File: src/rtl/cpmp_pkg.sv
// Package for the character property modifier parser: item types, opcodes
// and the operand length decode. No dependencies.
`default_nettype none

package cpmp_pkg;

    // Opcodes and masks
    localparam logic [15:0] OP_BOLD    = 16'h0835;
    localparam logic [15:0] OP_ITALIC  = 16'h0836;
    localparam logic [15:0] OP_SIZE    = 16'h4A43;
    localparam logic [15:0] OP_TABS    = 16'hC615;
    localparam logic [15:0] CLASS_MASK = 16'hE000;
    localparam logic [15:0] CLASS_VAR  = 16'hC000;
    localparam logic [7:0]  TABS_EXT   = 8'd255;

    // Operand codes for the flag toggles
    localparam logic [7:0] TOG_CLEAR  = 8'h00;
    localparam logic [7:0] TOG_SET    = 8'h01;
    localparam logic [7:0] TOG_INVERT = 8'h81;

    // Class codes (opcode bits 15..13)
    localparam logic [2:0] CLS_0 = 3'd0;
    localparam logic [2:0] CLS_1 = 3'd1;
    localparam logic [2:0] CLS_2 = 3'd2;
    localparam logic [2:0] CLS_3 = 3'd3;
    localparam logic [2:0] CLS_4 = 3'd4;
    localparam logic [2:0] CLS_5 = 3'd5;
    localparam logic [2:0] CLS_7 = 3'd7;

    localparam int          POS_W      = 11;
    localparam logic [15:0] SIZE_RESET = 16'd20;

    typedef logic [POS_W-1:0] pos_t;

    typedef struct packed {
        logic [7:0]  data_byte;
        logic        first_byte;
        logic        last_byte;
        logic        start_bold;
        logic        start_italic;
        logic [15:0] start_font_size;
    } in_item_t;

    typedef struct packed {
        logic        bold;
        logic        italic;
        logic [15:0] font_size;
    } out_item_t;

    // Total modifier length from the opcode class; 0 for the variable class
    function automatic pos_t fixed_length(input logic [15:0] op);
        pos_t len;
        case (op[15:13])
            CLS_0, CLS_1:        len = pos_t'(3);
            CLS_2, CLS_4, CLS_5: len = pos_t'(4);
            CLS_7:               len = pos_t'(5);
            CLS_3:               len = pos_t'(6);
            default:             len = '0;
        endcase
        return len;
    endfunction

    // Flag update from an operand byte
    function automatic logic apply_toggle(input logic flag, input logic [7:0] code);
        logic res;
        case (code)
            TOG_CLEAR:  res = 1'b0;
            TOG_SET:    res = 1'b1;
            TOG_INVERT: res = ~flag;
            default:    res = flag;
        endcase
        return res;
    endfunction

endpackage

`default_nettype wire

File: src/rtl/cpmp_parser.sv
// Parser state and the per-byte update for the modifier list.
// Depends on cpmp_pkg.
`default_nettype none

module cpmp_parser (
    input  wire logic               clk,
    input  wire logic               rst_n,
    input  wire logic               step,
    input  wire cpmp_pkg::in_item_t item,
    output cpmp_pkg::out_item_t     result
);

    logic [15:0]    opcode_word_reg, opcode_word_next;
    cpmp_pkg::pos_t byte_position_reg, byte_position_next;
    cpmp_pkg::pos_t modifier_length_reg, modifier_length_next;
    logic [7:0]     delete_count_reg, delete_count_next;
    logic [7:0]     low_operand_byte_reg, low_operand_byte_next;
    logic           bold_flag_reg, bold_flag_next;
    logic           italic_flag_reg, italic_flag_next;
    logic [15:0]    size_value_reg, size_value_next;

    cpmp_pkg::pos_t pos;
    logic           var_class;
    logic [11:0]    pos_inc;

    // Next state for one byte
    always_comb
    begin
        opcode_word_next      = opcode_word_reg;
        pos                   = byte_position_reg;
        modifier_length_next  = modifier_length_reg;
        delete_count_next     = delete_count_reg;
        low_operand_byte_next = low_operand_byte_reg;
        bold_flag_next        = bold_flag_reg;
        italic_flag_next      = italic_flag_reg;
        size_value_next       = size_value_reg;
        var_class             = 1'b0;

        if (item.first_byte)
        begin
            bold_flag_next       = item.start_bold;
            italic_flag_next     = item.start_italic;
            size_value_next      = item.start_font_size;
            pos                  = '0;
            modifier_length_next = '0;
            delete_count_next    = '0;
        end

        if (pos == cpmp_pkg::pos_t'(0))
        begin
            opcode_word_next     = {8'h00, item.data_byte};
            modifier_length_next = '0;
        end
        else if (pos == cpmp_pkg::pos_t'(1))
        begin
            opcode_word_next     = {item.data_byte, opcode_word_reg[7:0]};
            modifier_length_next = cpmp_pkg::fixed_length(opcode_word_next);
        end
        else
        begin
            var_class = (opcode_word_reg & cpmp_pkg::CLASS_MASK) == cpmp_pkg::CLASS_VAR;
            if (pos == cpmp_pkg::pos_t'(2))
            begin
                if (opcode_word_reg == cpmp_pkg::OP_BOLD)
                    bold_flag_next = cpmp_pkg::apply_toggle(bold_flag_next, item.data_byte);
                else if (opcode_word_reg == cpmp_pkg::OP_ITALIC)
                    italic_flag_next = cpmp_pkg::apply_toggle(italic_flag_next,
                                                              item.data_byte);
                else if (opcode_word_reg == cpmp_pkg::OP_SIZE)
                    low_operand_byte_next = item.data_byte;
                if (var_class)
                begin
                    if (opcode_word_reg == cpmp_pkg::OP_TABS &&
                        item.data_byte == cpmp_pkg::TABS_EXT)
                        modifier_length_next = '0;
                    else
                        modifier_length_next = cpmp_pkg::pos_t'(3) + {3'b000, item.data_byte};
                end
            end
            else if (pos == cpmp_pkg::pos_t'(3) && opcode_word_reg == cpmp_pkg::OP_SIZE)
            begin
                size_value_next = {item.data_byte, low_operand_byte_reg};
            end
            else if (modifier_length_next == '0 && pos == cpmp_pkg::pos_t'(3))
            begin
                delete_count_next = item.data_byte;
            end
            else if (modifier_length_next == '0 &&
                     pos == cpmp_pkg::pos_t'(4) + {1'b0, delete_count_next, 2'b00})
            begin
                // tab list: 5 + 4*del + 3*add
                modifier_length_next = cpmp_pkg::pos_t'(5) + {1'b0, delete_count_next, 2'b00}
                                     + {2'b00, item.data_byte, 1'b0}
                                     + {3'b000, item.data_byte};
            end
        end

        // Advance within the modifier, wrap at its end
        pos_inc = {1'b0, pos} + 12'd1;
        if (modifier_length_next != '0 && pos_inc >= {1'b0, modifier_length_next})
            byte_position_next = '0;
        else
            byte_position_next = pos_inc[cpmp_pkg::POS_W-1:0];

        if (item.last_byte)
        begin
            byte_position_next   = '0;
            modifier_length_next = '0;
        end
    end

    // Values after this byte, taken by the result register on a last byte
    assign result.bold      = bold_flag_next;
    assign result.italic    = italic_flag_next;
    assign result.font_size = size_value_next;

    // State registers
    always_ff @(posedge clk or negedge rst_n)
    begin
        if (!rst_n)
        begin
            opcode_word_reg      <= '0;
            byte_position_reg    <= '0;
            modifier_length_reg  <= '0;
            delete_count_reg     <= '0;
            low_operand_byte_reg <= '0;
            bold_flag_reg        <= 1'b0;
            italic_flag_reg      <= 1'b0;
            size_value_reg       <= cpmp_pkg::SIZE_RESET;
        end
        else if (step)
        begin
            opcode_word_reg      <= opcode_word_next;
            byte_position_reg    <= byte_position_next;
            modifier_length_reg  <= modifier_length_next;
            delete_count_reg     <= delete_count_next;
            low_operand_byte_reg <= low_operand_byte_next;
            bold_flag_reg        <= bold_flag_next;
            italic_flag_reg      <= italic_flag_next;
            size_value_reg       <= size_value_next;
        end
    end

endmodule

`default_nettype wire

File: src/rtl/character_property_modifier_parser_top.sv
// Top level of the character property modifier parser: input register,
// parser core and result register. Depends on cpmp_pkg and cpmp_parser.
//
// The block takes a character property modifier list one byte per item and
// returns the final bold, italic and font size once, for the item marked
// last_byte. It sustains one byte per cycle unless a last byte is held for a
// pending result: each byte passes an input register and is parsed by the
// state update in cpmp_parser, and on a last byte the result is registered in
// the output register, from which result_valid is driven. Bytes that are
// not last keep flowing while a result waits to be taken; only a second
// last byte waits for the pending result to leave.
`default_nettype none

module character_property_modifier_parser_top (
    input  wire logic               clk,
    input  wire logic               rst_n,
    input  wire logic               data_valid,
    output logic                    data_ready,
    input  wire cpmp_pkg::in_item_t data,
    output logic                    result_valid,
    input  wire logic               result_ready,
    output cpmp_pkg::out_item_t     result
);

    logic                in_valid_reg;
    cpmp_pkg::in_item_t  in_item_reg;
    logic                out_valid_reg;
    cpmp_pkg::out_item_t out_item_reg;
    cpmp_pkg::out_item_t parsed;
    logic                step;
    logic                out_free;

    // Parse the held byte when its result, if any, has room
    assign out_free   = !out_valid_reg || result_ready;
    assign step       = in_valid_reg && (!in_item_reg.last_byte || out_free);
    assign data_ready = !in_valid_reg || step;

    // Input register
    always_ff @(posedge clk or negedge rst_n)
    begin
        if (!rst_n)
            in_valid_reg <= 1'b0;
        else if (data_ready)
            in_valid_reg <= data_valid;
    end

    always_ff @(posedge clk)
    begin
        if (data_ready && data_valid)
            in_item_reg <= data;
    end

    cpmp_parser u_parser (
        .clk    (clk),
        .rst_n  (rst_n),
        .step   (step),
        .item   (in_item_reg),
        .result (parsed)
    );

    // Result register
    always_ff @(posedge clk or negedge rst_n)
    begin
        if (!rst_n)
            out_valid_reg <= 1'b0;
        else if (step && in_item_reg.last_byte)
            out_valid_reg <= 1'b1;
        else if (result_ready)
            out_valid_reg <= 1'b0;
    end

    always_ff @(posedge clk)
    begin
        if (step && in_item_reg.last_byte)
            out_item_reg <= parsed;
    end

    assign result_valid = out_valid_reg;
    assign result       = out_item_reg;

endmodule

`default_nettype wire

File: config.mk
export PLATFORM = sky130hd
export DESIGN_NAME = character_property_modifier_parser_top
export DESIGN_NICKNAME = d
export VERILOG_FILES = /design/src/rtl/cpmp_pkg.sv /design/src/rtl/cpmp_parser.sv /design/src/rtl/character_property_modifier_parser_top.sv
export SDC_FILE = /design/constraint.sdc
export NUM_CORES = 1
export LEC_CHECK = 0
export ABC_AREA = 1
export BUFFER_PORTS_ARGS = -buffer_cell sky130_fd_sc_hd__buf_4
export CAP_MARGIN = 10
export CORE_MARGIN = 2
export CORE_UTILIZATION = 30
export DETAILED_ROUTE_END_ITERATION = 10
export PLACE_DENSITY = 0.47
export SLEW_MARGIN = 10
export SYNTH_ARGS = -nofsm -noshare
export SYNTH_HDL_FRONTEND = slang
export SYNTH_SLANG_ARGS = --single-unit
File: constraint.sdc
create_clock -name clk -period 5.2 [get_ports clk]
set_clock_uncertainty 0.05 [all_clocks]
set_input_delay 0.78 -clock clk [delete_from_list [all_inputs] [get_ports clk]]
set_output_delay 0.78 -clock clk [all_outputs]
set_load 0.01 [all_outputs]
==> impl_results.md <==
* Status: complete, no violations
* DR DRC count at 0
* Share of cells above drive strength 1 at roughly an eighth
* Footprint of the multi-input gates at approximately 3600 µm²
* Worst r2r src: u_parser.delete_count_reg[0]$_DFFE_PN0P_
* RSZ-0062 raised after global routing: no
* Slew HR at a little under half
* Psw at 0.00102 W
* Routing usage on met1 at roughly a quarter
* Post-route design area at a little under 9000 µm²
* Dpl hpwl at around 16 mm
* EDFF count, synth at 46
* Initial Util at a little under a third
* Total Routed Length at around 22 mm
* First-pass GRT wire length at roughly 35 mm
* CTS clk-pin slew, worst paths at 0.06 ns
* Post-synth cell types at 50
* Commonest non-fill, non-tap cell in the layout: nand2_1
* Max H-tree Level at 4
* Antenna-violating nets left at 0
* Post-synth top flop: dfrtp_1
* Largest cells by area after synthesis: dfrtp_1, edfxtp_1, nand2_1, ha_1, o21ai_0
* Post-Syn Area per Cell at 7.99 µm²
* Final Max Tran Viols at 0
* Gr busiest metal: met2
* Fin Setup TNS at 0 ns
* Register Area at between 3000 and 4000 µm²
* Leakage at about 4.3 nW
* Sequential-to-total area share from yosys stat at between 40% and 50%
* DR vias at about 6,400
* Full die area at ~26,000 µm²
* Root Driver: clkbuf_16
* CP Max Fanout at 11
* GRT Util Overall at around 17%
* Nets at 1,086
* Max-Cap Viols at 0
* Fraction of registers with async set/reset at a little over 60%
* Reg2reg path depth at 35
* Worst VDD drop at approximately 190 µV
* GP Congestion at about 0.85
* Clock Latency Late Sink at between 0.4 and 0.5 ns
* P_int at between 0.002 and 0.0025 W
* Die Width at around 160 µm
* GR Overflow Total at 0
* Number of cells on the critical path at 35
* Switching share of power at 33.1%
* Worst EP required at 5.51 ns
* Total Power at about 0.0031 W
* Most used cell, CP: nand2_1
* Area after DPL at 8270 µm²
* Comb pwr share at between 20% and 30%
* CP bufs+invs at 4
* Via-to-Cell Ratio at 4.81
* WL/cell at about 16 µm
* End of the critical path: u_parser.byte_position_reg[3]$_DFFE_PN0P_
* Clk pwr share at roughly two fifths
* Largest net degree at the start of global routing at 54
* FF+latch count, synth at 120
* Sequential share of power at about 37%
* CTS tree: built
* R2R Setup Slk at ~0.57 ns
* CP top delay family: simple AND/OR/NAND/NOR gates
* Longest Clk Path Bufs at 2
* Clock sinks at 120
* Die H at about 160 µm
* Critical Path Sink Type: flop
* Ports at 52
* GRT met2 Usage at approximately 27%
* Drt first pass iters at 5
* CP max stage cell: nor2_1
* Setup repair bufs after CTS at 0
* Setup violators final at 0
* Pwr dens at around 350 nW/µm²
* Tmin final at 4.63 ns
* Hold/Removal Path Class: primary input to async pin
* Instance count of the mapped netlist at approximately 940
* Syn Nets at 1,028
* Worst Path Arrival at 4.94 ns
* PortBufs at approximately 50
* Filler instances at approximately 2,600
* Final setup margin at approximately 0.57 ns
* Hold Fails Final Rpt at 0
* Worst slew pin tran at slightly below 0.8 ns
* Core Region at 24,500 µm²
* Crit path kind: flop to flop
* Row Count at 57
* Area growth syn-to-layout at 18.0%
* Initial antenna violation count at 0
* Most frequent cells in the layout: nand2_1, inv_1, o21ai_0
* Number of global-route vias before repair at roughly 6,300
* Syn. warnings at 0
* Initial drt markers at 490
* GR Util met3 at between 2 and 3%
* Worst Setup Start Kind: flop
* Area share of the largest cell type after synthesis at around a quarter
* Ant. Diodes at 0
* Max Freq at approximately 0.22 GHz
* Synth Cell Area at 7520 µm²
* Final period util at about nine tenths
* # hold bufs at CTS at 0
* Place WS at 0.626 ns
* Synth area leader: dfrtp_1
* Max incr delay on CP at 0.46 ns
* CP Launch Point: u_parser.delete_count_reg[0]$_DFFE_PN0P_
* Resize count post-CTS at 0
* Num CTS Buffers at 17
* Max FFs per register at 28
* Reg-to-Reg End: u_parser.byte_position_reg[3]$_DFFE_PN0P_
==> through the flow <==
step                      util, %  cells  hold WS [ns]
after global placement       33.8   1304         0.413
after global routing         36.3   1336         0.207
after floorplan                 -    941         0.398
after CTS                    36.3   1336         0.200
after detailed placement     33.8   1304         0.422
final                        36.3   1336         0.194
==> worst min-delay path by stage <==
stage          cells after the start                                       from                                        end  slack [ns]
3_3_place_gp                       2       u_parser.italic_flag_reg$_DFFE_PN0P_       u_parser.italic_flag_reg$_DFFE_PN0P_        0.41
2_1_floorplan                      2         u_parser.bold_flag_reg$_DFFE_PN0P_         u_parser.bold_flag_reg$_DFFE_PN0P_        0.40
6_report                           1                                      rst_n  u_parser.byte_position_reg[4]$_DFFE_PN0P_        0.19
4_1_cts                            1                                      rst_n  u_parser.byte_position_reg[4]$_DFFE_PN0P_        0.20
5_1_grt                            1                                      rst_n  u_parser.byte_position_reg[1]$_DFFE_PN0P_        0.21
3_5_place_dp                       2  u_parser.byte_position_reg[0]$_DFFE_PN0P_  u_parser.byte_position_reg[0]$_DFFE_PN0P_        0.42
==> cells in the mapped netlist (4+ instances only) <==
cell        n
ha_1       51
o21ai_0    98
nor2_1     65
dfrtp_1    72
mux2_2      8
nand2_1   257
o211ai_1    4
fa_1        4
inv_1     126
nor3_1     12
xor2_1     16
clkbuf_1   16
nand4_1    18
a21oi_1    34
nor2_2      6
nand3_1    44
o22ai_1     4
o21ai_1     4
nand2_2     6
edfxtp_1   46
==> layer usage <==
layer | wire [µm] | up-vias
li1 | - | 3183
met1 | 10700 | 3088
met2 | 9810 | 139
met3 | 847 | 15
met4 | 220 | 0
met5 | 0 | -
==> power groups by stage <==
stage | clock network, W | logic (W) | registers [W]
floorplan | 0 | 0.000482 | 0.00116
global placement | 0 | 0.000701 | 0.00117
detailed placement | 0 | 0.000699 | 0.00117
CTS | 0.00126 | 0.000703 | 0.00115
global route | 0.00129 | 0.000799 | 0.00116
finish | 0.00123 | 0.000696 | 0.00115
==> layout make-up <==
type | count | area share, %
Clock buffer | 17 | 4.79
Clock inverter | 15 | 2.00
Inverter | 130 | 5.50
Multi-Input combinational cell | 664 | 41.1
Sequential cell | 120 | 36.4
Tap cell | 324 | 4.57
Timing Repair Buffer | 66 | 5.58
==> logic make-up (layout without fill, tap and decap cells) <==
logic type	Yosys count	in the layout	synth area share [%]
multiplexers	10	10	1.46
AND/OR/NAND/NOR	423	423	24.2
AO/OA/AOI/OAI	157	157	11.1
buffers and inverters	157	228	8.47
XOR/XNOR	19	19	2.21
flip-flops	120	120	43.0
adder cells (fa/ha/maj)	55	55	9.55
(Power assumes the default switching activity.)
